File: config.mk
export PLATFORM = sky130hd
export DESIGN_NAME = base64_stream_encoder_unit_flat
export DESIGN_NICKNAME = d
export VERILOG_FILES = /design/src/sv/b64e_pkg.sv /design/src/sv/b64e_in_if.sv /design/src/sv/b64e_out_if.sv /design/src/sv/b64e_front.sv /design/src/sv/b64e_job_fifo.sv /design/src/sv/b64e_back.sv /design/src/sv/base64_stream_encoder_unit.sv /design/src/flat_wrapper.sv
export SDC_FILE = /design/constraint.sdc
export NUM_CORES = 1
export LEC_CHECK = 0
export BUFFER_PORTS_ARGS = -buffer_cell sky130_fd_sc_hd__buf_2
export CORE_MARGIN = 3
export CORE_UTILIZATION = 53
export CTS_BUF_LIST = sky130_fd_sc_hd__clkbuf_16
export DETAILED_ROUTE_END_ITERATION = 16
export PLACE_DENSITY = 0.82
export SLEW_MARGIN = 20
export SYNTH_ARGS = -nofsm -noshare
export SYNTH_HDL_FRONTEND = slang
export SYNTH_HIERARCHICAL = 1
export SYNTH_SLANG_ARGS = --single-unit
File: constraint.sdc
create_clock -name clk -period 3.2 [get_ports clk]
set_input_delay 0.32 -clock clk [delete_from_list [all_inputs] [get_ports clk]]
set_output_delay 0.32 -clock clk [all_outputs]
set_load 0.1 [all_outputs]
File: src/sv/b64e_pkg.sv
`default_nettype none

package b64e_pkg;

  // register map (index = byte address / 4)
  localparam logic REG_URL_ALPHABET = 1'b0;

  // ASCII codes
  localparam logic [7:0] ASCII_UPPER_A = 8'h41;
  localparam logic [7:0] ASCII_LOWER_A = 8'h61;
  localparam logic [7:0] ASCII_ZERO    = 8'h30;
  localparam logic [7:0] ASCII_PLUS    = 8'h2b;
  localparam logic [7:0] ASCII_SLASH   = 8'h2f;
  localparam logic [7:0] ASCII_MINUS   = 8'h2d;
  localparam logic [7:0] ASCII_UNDER   = 8'h5f;
  localparam logic [7:0] ASCII_EQUAL   = 8'h3d;
  localparam logic [7:0] ASCII_COMMA   = 8'h2c;

  typedef logic [5:0] sextet_t;

  // one queued job: up to four characters of one input item
  typedef struct packed {
    logic [3:0][5:0] sextet;   // character codes, slot 0 first
    logic [3:0]      pad;      // slot is a pad character
    logic [1:0]      last_idx; // last used slot
    logic            eom;      // last slot closes the message
  } job_t;

  function automatic logic [7:0] sextet_char(sextet_t v, logic url);
    logic [7:0] c;
    if (v < 6'd26) begin
      c = ASCII_UPPER_A + {2'b00, v};
    end else if (v < 6'd52) begin
      c = ASCII_LOWER_A + {2'b00, v - 6'd26};
    end else if (v < 6'd62) begin
      c = ASCII_ZERO + {2'b00, v - 6'd52};
    end else if (v == 6'd62) begin
      c = url ? ASCII_MINUS : ASCII_PLUS;
    end else begin
      c = url ? ASCII_UNDER : ASCII_SLASH;
    end
    return c;
  endfunction

  function automatic logic [7:0] pad_char(logic url);
    return url ? ASCII_COMMA : ASCII_EQUAL;
  endfunction

endpackage

`default_nettype wire

File: src/sv/b64e_in_if.sv
`default_nettype none

interface b64e_in_if;
  logic       valid;
  logic       ready;
  logic [7:0] data_byte;
  logic       end_of_message;

  modport source (output valid, output data_byte, output end_of_message, input ready);
  modport sink (input valid, input data_byte, input end_of_message, output ready);
endinterface

`default_nettype wire

File: src/sv/b64e_out_if.sv
`default_nettype none

interface b64e_out_if;
  logic       valid;
  logic       ready;
  logic [7:0] out_char;
  logic       final_char;

  modport source (output valid, output out_char, output final_char, input ready);
  modport sink (input valid, input out_char, input final_char, output ready);
endinterface

`default_nettype wire

File: src/sv/b64e_front.sv
`default_nettype none

// Splits each byte into sextets, keeps the group phase and leftover bits.
module b64e_front (
  input  wire logic          clk,
  input  wire logic          rst,
  b64e_in_if.sink            in_ch,
  output b64e_pkg::job_t     job,
  output logic               job_valid,
  input  wire logic          job_ready
);
  import b64e_pkg::*;

  localparam logic [1:0] PH0 = 2'd0;
  localparam logic [1:0] PH1 = 2'd1;
  localparam logic [1:0] PH2 = 2'd2;

  logic [1:0] phase, phase_next;
  logic [3:0] carry, carry_next;
  logic       accept;
  logic [7:0] b;
  logic       eom;

  assign in_ch.ready = job_ready;
  assign job_valid   = in_ch.valid;
  assign accept      = in_ch.valid && job_ready;
  assign b           = in_ch.data_byte;
  assign eom         = in_ch.end_of_message;

  always_comb begin
    job        = '0;
    job.eom    = eom;
    phase_next = phase;
    carry_next = carry;
    unique case (phase)
      PH1: begin
        job.sextet[0] = {carry[1:0], b[7:4]};
        job.sextet[1] = {b[3:0], 2'b00};
        job.pad[2]    = 1'b1;
        job.last_idx  = eom ? 2'd2 : 2'd0;
        carry_next    = b[3:0];
        phase_next    = PH2;
      end
      PH2: begin
        job.sextet[0] = {carry, b[7:6]};
        job.sextet[1] = b[5:0];
        job.last_idx  = 2'd1;
        carry_next    = '0;
        phase_next    = PH0;
      end
      default: begin
        // phase 0; the unused code behaves the same
        job.sextet[0] = b[7:2];
        job.sextet[1] = {b[1:0], 4'b0000};
        job.pad[2]    = 1'b1;
        job.pad[3]    = 1'b1;
        job.last_idx  = eom ? 2'd3 : 2'd0;
        carry_next    = {2'b00, b[1:0]};
        phase_next    = PH1;
      end
    endcase
    if (eom) begin
      carry_next = '0;
      phase_next = PH0;
    end
  end

  always_ff @(posedge clk) begin
    if (rst) begin
      phase <= PH0;
      carry <= '0;
    end else if (accept) begin
      phase <= phase_next;
      carry <= carry_next;
    end
  end

  a_eom_restarts_group: assert property (@(posedge clk) disable iff (rst)
    accept && eom |=> phase == PH0 && carry == 4'd0)
    else $error("group phase not cleared after end of message");

  a_phase_legal: assert property (@(posedge clk) disable iff (rst)
    phase != 2'd3)
    else $error("group phase holds unused code");

endmodule

`default_nettype wire

File: src/sv/b64e_job_fifo.sv
`default_nettype none

// Short job queue between front and back; ready depends on fill only.
module b64e_job_fifo #(
  parameter int DEPTH = 2
) (
  input  wire logic          clk,
  input  wire logic          rst,
  input  wire b64e_pkg::job_t push_job,
  input  wire logic          push_valid,
  output logic               push_ready,
  output b64e_pkg::job_t     head,
  output logic               head_valid,
  input  wire logic          pop
);
  import b64e_pkg::*;

  localparam int PTR_W = $clog2(DEPTH);
  localparam int CNT_W = $clog2(DEPTH + 1);

  job_t             slots [DEPTH];
  logic [PTR_W-1:0] wr_ptr, rd_ptr;
  logic [CNT_W-1:0] count;
  logic             push, do_pop;

  assign push_ready = count != CNT_W'(DEPTH);
  assign head_valid = count != '0;
  assign head       = slots[rd_ptr];
  assign push       = push_valid && push_ready;
  assign do_pop     = pop && head_valid;

  always_ff @(posedge clk) begin
    if (push) begin
      slots[wr_ptr] <= push_job;
    end
  end

  always_ff @(posedge clk) begin
    if (rst) begin
      wr_ptr <= '0;
      rd_ptr <= '0;
      count  <= '0;
    end else begin
      if (push) begin
        wr_ptr <= (wr_ptr == PTR_W'(DEPTH - 1)) ? '0 : wr_ptr + 1'b1;
      end
      if (do_pop) begin
        rd_ptr <= (rd_ptr == PTR_W'(DEPTH - 1)) ? '0 : rd_ptr + 1'b1;
      end
      unique case ({push, do_pop})
        2'b10:   count <= count + 1'b1;
        2'b01:   count <= count - 1'b1;
        default: count <= count;
      endcase
    end
  end

  a_no_pop_empty: assert property (@(posedge clk) disable iff (rst)
    pop |-> head_valid)
    else $error("job popped from empty queue");

endmodule

`default_nettype wire

File: src/sv/b64e_back.sv
`default_nettype none

// Walks the head job into the output register, one character per cycle unless out_ch stalls.
module b64e_back (
  input  wire logic           clk,
  input  wire logic           rst,
  input  wire logic           url,
  input  wire b64e_pkg::job_t head,
  input  wire logic           head_valid,
  output logic                pop,
  b64e_out_if.source          out_ch
);
  import b64e_pkg::*;

  logic [1:0] idx;
  logic       ovalid;
  logic [7:0] ochar;
  logic       ofinal;
  logic       load;
  logic       at_last;
  logic [7:0] cur_char;

  assign load     = !ovalid || out_ch.ready;
  assign at_last  = idx == head.last_idx;
  assign pop      = load && head_valid && at_last;
  assign cur_char = head.pad[idx] ? pad_char(url) : sextet_char(head.sextet[idx], url);

  always_ff @(posedge clk) begin
    if (rst) begin
      idx    <= '0;
      ovalid <= 1'b0;
    end else if (load) begin
      ovalid <= head_valid;
      if (head_valid) begin
        idx <= at_last ? 2'd0 : idx + 2'd1;
      end
    end
  end

  always_ff @(posedge clk) begin
    if (load && head_valid) begin
      ochar  <= cur_char;
      ofinal <= head.eom && at_last;
    end
  end

  assign out_ch.valid      = ovalid;
  assign out_ch.out_char   = ochar;
  assign out_ch.final_char = ofinal;

  a_idx_in_job: assert property (@(posedge clk) disable iff (rst)
    head_valid |-> idx <= head.last_idx)
    else $error("character index past end of job");

  a_idx_zero_idle: assert property (@(posedge clk) disable iff (rst)
    !head_valid |-> idx == 2'd0)
    else $error("character index left mid job with queue empty");

endmodule

`default_nettype wire

File: src/sv/base64_stream_encoder_unit.sv
`default_nettype none

// Channel   Dir  Payload                         Handshake
// in_ch     in   data_byte[7:0], end_of_message  valid/ready
// out_ch    out  out_char[7:0], final_char       valid/ready
// apb       in   url_alphabet at byte addr 0     psel/penable/pwrite, pready=1
//
// One character leaves per cycle from a single output register unless out_ch
// stalls; an item yields 1, 1, 2 characters mid-group, up to 4 at end.
// A byte is taken in the cycle after the previous one while the job queue
// (JOB_DEPTH entries) has room; in_ch.ready depends on queue fill only.
// Synchronous reset clears group phase, leftover bits, queue and output.
// An output stall fills the queue, then holds in_ch.ready low.
module base64_stream_encoder_unit #(
  parameter int JOB_DEPTH = 2   // job queue entries, 2 or more
) (
  input  wire logic        clk,
  input  wire logic        rst,
  b64e_in_if.sink          in_ch,
  b64e_out_if.source       out_ch,
  input  wire logic        psel,
  input  wire logic        penable,
  input  wire logic        pwrite,
  input  wire logic [2:0]  paddr,
  input  wire logic [31:0] pwdata,
  output logic [31:0]      prdata,
  output logic             pready
);
  import b64e_pkg::*;

  logic url_alphabet;
  logic cfg_write;
  logic reg_sel;

  job_t front_job, head;
  logic front_valid, front_ready;
  logic head_valid, pop;

  // config port: single register, writes complete in the access phase
  assign pready    = 1'b1;
  assign reg_sel   = paddr[2];
  assign cfg_write = psel && penable && pwrite && pready;

  always_ff @(posedge clk) begin
    if (rst) begin
      url_alphabet <= 1'b0;
    end else if (cfg_write && reg_sel == REG_URL_ALPHABET) begin
      url_alphabet <= pwdata[0];
    end
  end

  assign prdata = (reg_sel == REG_URL_ALPHABET) ? {31'b0, url_alphabet} : '0;

  // front: byte to sextet job
  b64e_front u_front (
    .clk       (clk),
    .rst       (rst),
    .in_ch     (in_ch),
    .job       (front_job),
    .job_valid (front_valid),
    .job_ready (front_ready)
  );

  // decoupling queue
  b64e_job_fifo #(
    .DEPTH (JOB_DEPTH)
  ) u_fifo (
    .clk        (clk),
    .rst        (rst),
    .push_job   (front_job),
    .push_valid (front_valid),
    .push_ready (front_ready),
    .head       (head),
    .head_valid (head_valid),
    .pop        (pop)
  );

  // back: one character per cycle unless out_ch stalls
  b64e_back u_back (
    .clk        (clk),
    .rst        (rst),
    .url        (url_alphabet),
    .head       (head),
    .head_valid (head_valid),
    .pop        (pop),
    .out_ch     (out_ch)
  );

endmodule

`default_nettype wire

File: src/flat_wrapper.sv
// flat-port wrapper written by rule: the top's interface ports become plain ports
module base64_stream_encoder_unit_flat import b64e_pkg::*;
#(
  parameter int JOB_DEPTH = 2                                  
)
  (clk, rst, psel, penable, pwrite, paddr, pwdata, prdata, pready, in_ch_valid, in_ch_data_byte, in_ch_end_of_message, in_ch_ready, out_ch_valid, out_ch_out_char, out_ch_final_char, out_ch_ready);
  b64e_in_if in_ch_i ();
  b64e_out_if out_ch_i ();
  input  wire logic clk;
  input  wire logic rst;
  input  wire logic psel;
  input  wire logic penable;
  input  wire logic pwrite;
  input  wire logic [2:0] paddr;
  input  wire logic [31:0] pwdata;
  output logic [31:0] prdata;
  output logic pready;
  input wire logic [$bits(in_ch_i.valid)-1:0] in_ch_valid;
  input wire logic [$bits(in_ch_i.data_byte)-1:0] in_ch_data_byte;
  input wire logic [$bits(in_ch_i.end_of_message)-1:0] in_ch_end_of_message;
  output wire logic [$bits(in_ch_i.ready)-1:0] in_ch_ready;
  output wire logic [$bits(out_ch_i.valid)-1:0] out_ch_valid;
  output wire logic [$bits(out_ch_i.out_char)-1:0] out_ch_out_char;
  output wire logic [$bits(out_ch_i.final_char)-1:0] out_ch_final_char;
  input wire logic [$bits(out_ch_i.ready)-1:0] out_ch_ready;
  assign in_ch_i.valid = in_ch_valid;
  assign in_ch_i.data_byte = in_ch_data_byte;
  assign in_ch_i.end_of_message = in_ch_end_of_message;
  assign in_ch_ready = in_ch_i.ready;
  assign out_ch_valid = out_ch_i.valid;
  assign out_ch_out_char = out_ch_i.out_char;
  assign out_ch_final_char = out_ch_i.final_char;
  assign out_ch_i.ready = out_ch_ready;
  base64_stream_encoder_unit #(.JOB_DEPTH(JOB_DEPTH)) u_core (.clk(clk), .rst(rst), .in_ch(in_ch_i), .out_ch(out_ch_i), .psel(psel), .penable(penable), .pwrite(pwrite), .paddr(paddr), .pwdata(pwdata), .prdata(prdata), .pready(pready));
endmodule
# Word level (Yosys, flattened, before mapping)
# Memories as Yosys holds them, arrays and structs flattened. A register that Yosys moved wholly into a read port is not among the register bits.
# Cells that the tools add are included.
# W data, S select, Z words.
# word_totals
ramBits,34
output_inout_bits,44
word_cells,78
mem_count,1
register_bits,23
in_bits,51
# classes
n_bitwise,1
add_sub_neg,10
reduce_logical,14
mux,31
n_lt_le_gt_ge,4
eq_ne,7
# memory_table
memory,words,width,rd,rd_ports_with_merged_regs,wr,line_no,text
u_core.u_fifo.slots,2,17,1,1,1,b64e_job_fifo.sv:21,job_t slots [DEPTH];
# op_table
cell,count
$mux W8,3
$pmux W12 S2,1
$mux W7,3
$add A7 B6 Y8 const A,2
$bmux W6 S2,1
$lt A6 B6 Y1 const B,2
$pmux W2 S2,3
$mux W1,10
$logic_and A1 B1 Y1,8
$mux W2,4
$pmux W4 S2,1
$add A6 B6 Y7 const A,1
$eq A6 B6 Y1 const B,1
$lt A6 B5 Y1 const B,1
$mux W6,1
$sub A6 B5 Y6 const B,1
$sub A6 B6 Y6 const B,1
$mux W5,1
$add A2 B1 Y2 const B,2
$eq A2 B1 Y1 const B,2
$eq A2 B2 Y1 const B,2
$mux W4,1
$reduce_bool A2 Y1,2
$lt A2 B3 Y1 const B,1
other kinds (11),12

# Depth between registers and ports, before layout
# Gate-level depths: netlist of the first run.
# logic_depth
word_depth,8
ltp_mapped,11
mapped_depth_nobuf,10

# Modules after synthesis
# The synthesis of the first run kept the hierarchy.
# by_module_without_submodules
mod,cells_each,area_each_um2,n_inst,seq_area_each_um2
b64e_job_fifo,120,2448.6,1,1961.9
b64e_back,123,1227.4,1,330.3
b64e_front,83,641.9,1,120.1
base64_stream_encoder_unit,40,309.0,1,20.0

# Worst setup path after synthesis of the first run
# Ideal clock, no wire load.
# synth_timing
path_type,reg-to-reg
from,reg (tool-made name)
to,"reg u_core.u_back.ochar[5] (netlist: u_core/u_back/out_ch.out_char[5]), data pin"
setup_time_ns,0.264
synth_period_minus_slack_ns,2.902
stages_incl_launch_ff,12
required_time_ns,2.936
path_slack_ns,0.298
t_arrival_ns,2.638
path_buffers,1
cell_sequence,dfxtp_1 > buf_2 > mux2_2 > mux4_2 > inv_1 > ha_1 > nand2b_1 > o221ai_2 > a21oi_4 > a21oi_1 > a21boi_0 > a31oi_1
# synth_lines
element,line_no,text
to (signal assigned),b64e_back.sv:42,ochar <= cur_char;
to (decl),b64e_back.sv:17,logic [7:0] ochar;

==> reports/qor.txt, run 1 <==
Critical Path Slowest Stage Cell: mux4_2
Busiest layer in global routing: met2
Routability cong.: 0.884
Initial antenna violation count: 0
Mapped cell area: 4630 um2
Clock network power share: 0.250
Row count: 33
Number of global-route vias before repair: 2,724
Die Span Y: 99.4 um
DR pass1 iterations: 4
WL/cell: 15.8 um
Period utilization: 0.960
Crit path required time: 3.28 ns
Synthesized netlist cell count: 366
Yosys top cell area share: 0.461
Power Total: 3.89 mW
GR Layer Usage met3: 0.0316
Routed WL: 8050 um
Utilization after layout: 0.600
Final hold vios: 0
Yosys top cell by area: edfxtp_1
Relative slew slack: 0.499
Critical Path Sink Type: register
Clk buf depth: 2
Sw Ratio: 0.396
Clock transition at path regs: 0.07 ns
Total gr overflow: 0
Detailed placement HPWL: 5530 um
Flop pwr share: 0.366
Min-delay worst type: in -> reg
Final Max Slew Viols: 0
Min Tclk post-route: 3.07 ns
Met2 usage: 0.297
Max-Cap Viols: 0
Worst Tran Pin Value: 0.751 ns
Sink Count: 86
DRT iter0 DRCs: 153
Worst Skew: 0.0123 ns
Pwr/cell area: 778 nW/um2
Asr flop ratio synth: 0
TritonCTS clock tree: yes
Final setup viols: 0
Hold WS: 0.254 ns
Most area-consuming cells after synthesis: edfxtp_1 46%, buf_4 8.4%, mux2_2 7.8%, dfxtp_1 6.5%, ha_1 3.8%
Die width: 99.4 um
Core region area: 8340 um2
Area grow syn2layout: 8.17%
Total GRT Usage: 0.171
I/O Buffers: 29
H-tree depth: 3
Run status: complete, no violations
Net switching power: 1.54 mW
YS warnings: 6
Clock latency on the worst-skew pair: 0.34 ns
CTS buffer count: 9
Internal Power: 2.35 mW
Vias per cell: 5.31
Global-route wire length before repair: 13,100 um
Achievable frequency: 326 MHz
Synth unique cells: 56
# nets final: 465
Syn avg cell area: 12.6 um2
Layout fillers: 689
Inserted Diodes: 0
Boundary pin count: 95
Initial Utilization: 0.555
Die area: 9890 um2
Leak pwr: 1.89 nW
Post-synth EDFFs: 71
Critical Path Max Stage Delay: 0.60 ns
Largest net degree at the start of global routing: 32
WS Path Type: reg -> reg
Crit path DAT: 3.15 ns
Crit Path Max Fanout: 10
DRT antenna net count: 0
Root buffer cell: clkbuf_16
Worst Setup Start Kind: register
Vias: 2,710
Ys flop type: edfxtp_1
Post-synthesis sequential area ratio: 0.526
Cell Chain, Critical Path: buf_4 > mux2_2 > mux4_2 > ha_1 > inv_1 > o221ai_4 > a21oi_4 > nor3_1 > a2111o_1
Synthesis-stage register bit count: 86
Layout cells sized above 1: 0.277
Routing usage on met1: 0.213
Drt drc: 0
Logic pwr share: 0.383
VDD IR max: 0.383 mV
## sequential cells by signal, summed over array words and instances, names as in the netlist, named ones only
signal and count:
u_core/u_back/idx 2, u_core/u_fifo/count 2, u_core/u_back/out_ch.valid 1, u_core/u_front/carry 4, u_core/u_front/phase 2, u_core/u_fifo/rd_ptr 1, u_core/url_alphabet 1, u_core/u_back/out_ch.final_char 1
u_core/u_back/out_ch.out_char 8, u_core/u_fifo/slots 62, u_core/u_fifo/wr_ptr 1
## cell usage in the layout (no fill, tap or decap), types with 6 or more instances in the layout
| cell | Yosys | final |
|---|---|---|
| nor2_1 | 15 | 15 |
| conb_1 | 3 | 46 |
| ha_1 | 14 | 14 |
| a21oi_1 | 18 | 18 |
| o21ai_0 | 14 | 14 |
| clkbuf_16 | 0 | 9 |
| xor2_1 | 9 | 9 |
| mux2_2 | 32 | 32 |
| mux4_2 | 7 | 7 |
| inv_1 | 16 | 15 |
| buf_2 | 6 | 29 |
| edfxtp_1 | 71 | 71 |
| dfxtp_1 | 15 | 15 |
| nand2_1 | 15 | 15 |
| nand2b_1 | 6 | 6 |
| buf_4 | 52 | 10 |
| a22oi_1 | 8 | 8 |
## kinds of logic (layout without fill, tap and decap cells)
kind of cell | after synthesis | in the layout | share of synthesized area
xor+xnor | 14 | 14 | 0.0322
other cells | 3 | 46 | 0.00243
flops | 86 | 86 | 0.526
compound gates | 67 | 67 | 0.101
buf+inv | 76 | 72 | 0.109
mux | 42 | 42 | 0.118
fa+ha+maj | 14 | 14 | 0.0379
simple gates | 64 | 64 | 0.0738
## layer usage
metal / part of all wire / wire (um) / vias to the layer above
li1: - / - / 1316
met1: 0.43 / 3430 / 1298
met2: 0.52 / 4200 / 84
met3: 0.042 / 339 / 12
met4: 0.011 / 87 / 0
met5: 0 / 0 / -
## worst max-delay path, delay by kind of cell (launching register included)
kind | cells | cell delay [ns]
compound gates | 3 | 0.83
fa+ha+maj | 1 | 0.32
buf+inv | 2 | 0.31
flops | 1 | 0.31
mux | 2 | 0.95
simple gates | 1 | 0.09
## repair_timing
action / CTS / global route
hold buffers: 0 / 0
resized for setup: 0 / 4
buffers inserted: 0 / 3
endpoints found under the setup margin: 0 / 5
hold endpoints to repair: 0 / 0
## Yosys cell counts (3+ instances only)
master,n
nand2b_1,6
buf_2,6
ha_1,14
a22oi_1,8
o21ai_0,14
xor2_1,9
a21oi_1,18
edfxtp_1,71
mux2_2,32
dfxtp_1,15
buf_4,52
mux4_2,7
inv_1,16
conb_1,3
o21a_1,3
xnor2_1,3
nand3_1,3
nor2_1,15
nand2_1,15
nor3_1,4
mux2i_1,3
## worst paths after layout
path	from	endpoint	slack, ns	cells past startpoint
worst max-delay path	register	u_core/u_back/out_ch.out_char[2]	0.13	9
worst min-delay path	pwdata[0]	u_core/url_alphabet	0.25	3
worst max register to register	register	u_core/u_back/out_ch.out_char[2]	0.13	9
worst min register to register	u_core/u_front/carry[2]	u_core/u_front/carry[2]	0.48	1
## layout make-up
| type | count | area (um2) | share of cell area |
|---|---|---|---|
| tap | 105 | 131 | 0.0263 |
| clock buffer | 9 | 225 | 0.0450 |
| sequential | 86 | 2430 | 0.486 |
| inverter | 16 | 60.1 | 0.0120 |
| timing repair buffer | 40 | 231 | 0.0463 |
| multi-input combinational | 247 | 1870 | 0.373 |
| clock inverter | 7 | 55.1 | 0.0110 |
## power by group through the flow
stage | clock, mW | sequential [mW] | combinational, mW
finish | 0.974 | 1.43 | 1.49
global route | 1.05 | 1.44 | 1.61
CTS | 1.00 | 1.43 | 1.45
detailed placement | 0 | 1.45 | 1.45
global placement | 0 | 1.44 | 1.41
floorplan | 0 | 1.75 | 0.965
## metrics by stage
stage                TNS, ns  worst slack [ns]  cell area [um2]  cells
floorplan                  0             0.298             4790    409
finish                     0             0.129             5000    510
detailed placement         0            0.0808             4680    491
global route        -0.00501          -0.00501             5000    510
global placement           0             0.165             4680    491
CTS                        0            0.0356             4960    507
Note: power is estimated with default switching activity, not from simulation.
==> inputs of run 2 (changes only) <==
--- a/config.mk
+++ b/config.mk
@@ -5,8 +5,7 @@
 export SDC_FILE = /design/constraint.sdc
 export NUM_CORES = 1
 export LEC_CHECK = 0
-export BUFFER_PORTS_ARGS = -buffer_cell sky130_fd_sc_hd__buf_2
-export CORE_MARGIN = 3
+export BUFFER_PORTS_ARGS = -buffer_cell sky130_fd_sc_hd__clkbuf_2
 export CORE_UTILIZATION = 53
 export CTS_BUF_LIST = sky130_fd_sc_hd__clkbuf_16
 export DETAILED_ROUTE_END_ITERATION = 16
==> run 2 against run 1 <==
Net effect:
- maximum frequency increased by 0.90%
- sequential cell count unchanged
- setup slack improved by 0.027 ns
- register-to-register slack improved by 0.03 ns
- core utilization decreased by 0.31 points
- sequential share of layout area up 0.26 points
- worst hold slack worse by 0.012 ns
- die area shrank 7.9%
- critical path depth unchanged
- critical endpoint unchanged
==> reports/qor.txt, run 2 (synthesis results as in run 1) <==
Achievable frequency: 329 MHz (+0.90%)
Hold buffer count at cts: 0 (unchanged)
DRT iter0 DRCs: 148 (-3.3%)
Final hold vios: 0 (unchanged)
Layout cells sized above 1: 0.272 (-0.00494)
Area grow syn2layout: 7.60%
Global-route wire length before repair: 12,600 um (-3.8%)
Register area: 2430 um2 (unchanged)
Clk buf depth: 2 (unchanged)
Crit Path Max Fanout: 10 (unchanged)
I/O Buffers: 29 (unchanged)
Boundary pin count: 95 (unchanged)
Critical Path Sink Type: register
Leak pwr: 1.90 nW (+0.34%)
Row count: 33 (unchanged)
Max reg flops: 62 (unchanged)
Flop-to-flop setup slack: 0.16 ns (+0.03 ns)
Die width: 95.4 um (-4.0%)
Crit path DAT: 3.12 ns (-0.03 ns)
Commonest non-fill, non-tap cells in the layout: 71 x edfxtp_1, 46 x conb_1, 32 x mux2_2, 29 x clkbuf_2, 18 x a21oi_1
Crit path required time: 3.27 ns (about the same)
Cts repair resizes: 0 (unchanged)
Run status: complete, no violations
DRT antenna net count: 0 (unchanged)
Period utilization: 0.951 (-0.00855)
Total gr overflow: 0 (unchanged)
Cell Chain, Critical Path: buf_4 > mux2_2 > mux4_2 > ha_1 > inv_1 > o221ai_2 > a21oi_4 > nor3_1 > a2111o_1
Inserted Diodes: 0 (unchanged)
Worst Skew: 0.00774 ns (-0.00460 ns)
Routability cong.: 0.872 (-1.4%)
TritonCTS clock tree: yes
Buf/Inv on CP: 2 (unchanged)
DR pass1 iterations: 4 (unchanged)
Final setup viols: 0 (unchanged)
Die area: 9110 um2 (-7.9%)
Fin Setup TNS: 0 ns (unchanged)
Max-Cap Viols: 0 (unchanged)
Multi-input logic area: 1850 um2 (-0.87%)
Min-delay worst type: in -> reg
Root buffer cell: clkbuf_16
Die Span Y: 95.4 um (-4.0%)
VDD IR max: 0.383 mV (-0.12%)
Clock latency on the worst-skew pair: 0.33 ns (about the same)
Pwr/cell area: 773 nW/um2 (-0.60%)
Initial Utilization: 0.555 (unchanged)
Reg with most FFs: u_core/u_fifo/slots
Core region area: 8340 um2 (unchanged)
Critical Path Max Stage Delay: 0.53 ns (-0.07 ns)
Drt drc: 0 (unchanged)
CP top delay family: multiplexers
Sink Count: 86 (unchanged)
Total GRT Usage: 0.189 (+0.0173)
Min Tclk post-route: 3.04 ns (-0.0273 ns)
Number of global-route vias before repair: 2,705 (-0.70%)
Critical Path Slowest Stage Cell: mux4_2
Vias per cell: 5.37 (+1.0%)
Worst Tran Pin Value: 0.692 ns (-0.0591 ns)
H-tree depth: 3 (unchanged)
Vias: 2,737 (+1.0%)
Most common cell after layout, fill and taps aside: edfxtp_1
Detailed placement HPWL: 5410 um (-2.2%)
# nets final: 465 (unchanged)
WS Path Type: reg -> reg
Clock transition at path regs: 0.06 ns (about the same)
Final Max Slew Viols: 0 (unchanged)
Routed WL: 7840 um (-2.6%)
CTS buffer count: 9 (unchanged)
Buffer count from post-CTS setup fixing: 0 (unchanged)
WL/cell: 15.4 um (-2.6%)
Worst Setup Start Kind: register
Layout fillers: 679 (-1.5%)
Initial antenna violation count: 0 (unchanged)
Hold WS: 0.243 ns (-0.0119 ns)
Relative slew slack: 0.539 (+0.0394)
RSZ-0062 raised after global routing: false
Largest net degree at the start of global routing: 32 (unchanged)
-- run 2: changes by cell type in the layout (fill, tap and decap cells not counted), sizes merged --
cell	delta
buf	-29
clkbuf	+29
-- run 2: through the flow --
stage	utilization	power, mW	std cells	setup slack (ns)	cell area, um2
global placement	0.564	2.88	494	0.248	4700
global route	0.597	4.05	510	0.000323	4980
CTS	0.597	3.88	510	0.151	4980
floorplan	-	2.71	409	0.298	4790
detailed placement	0.564	2.91	494	0.170	4700
finish	0.597	3.85	510	0.156	4980
-- run 2: power by group --
group	total, mW	switching, mW	internal [mW]
Combinational	1.47	1.05	0.423
Clock	0.950	0.422	0.528
Sequential	1.43	0.0455	1.38
Total	3.85	1.51	2.34
-- run 2: worst paths after layout --
path | endpoint | depth (start not counted) | startpoint
max | u_core/u_back/out_ch.out_char[2] | 9 | register
min | u_core/url_alphabet | 3 | pwdata[0]
max reg2reg | u_core/u_back/out_ch.out_char[2] | 9 | register
min reg2reg | u_core/u_front/carry[2] | 1 | u_core/u_front/carry[2]
-- run 2: final cells by class --
class | count | share of cell area
flip-flops and latches | 86 | 0.489
inverters | 16 | 0.0121
multi-input cells | 247 | 0.372
clock inverters | 7 | 0.00980
well taps | 105 | 0.0264
clock buffers | 9 | 0.0452
repair buffers | 40 | 0.0457
-- run 2: metal layers --
layer / up-vias / global-route usage / share of wire / wire length, um
li1: 1309 / - / - / -
met1: 1318 / 0.227 / 0.40 / 3150
met2: 100 / 0.324 / 0.53 / 4120
met3: 10 / 0.0494 / 0.060 / 470
met4: 0 / 0.0697 / 0.013 / 102
met5: - / 0 / 0 / 0
-- run 2: worst register-to-register path: stages (launching register included) --
cell	delay (ns)
dfxtp_1	0.34
buf_4	0.18
mux2_2	0.36
mux4_2	0.53
ha_1	0.31
inv_1	0.10
o221ai_2	0.17
a21oi_4	0.34
nor3_1	0.11
a2111o_1	0.36
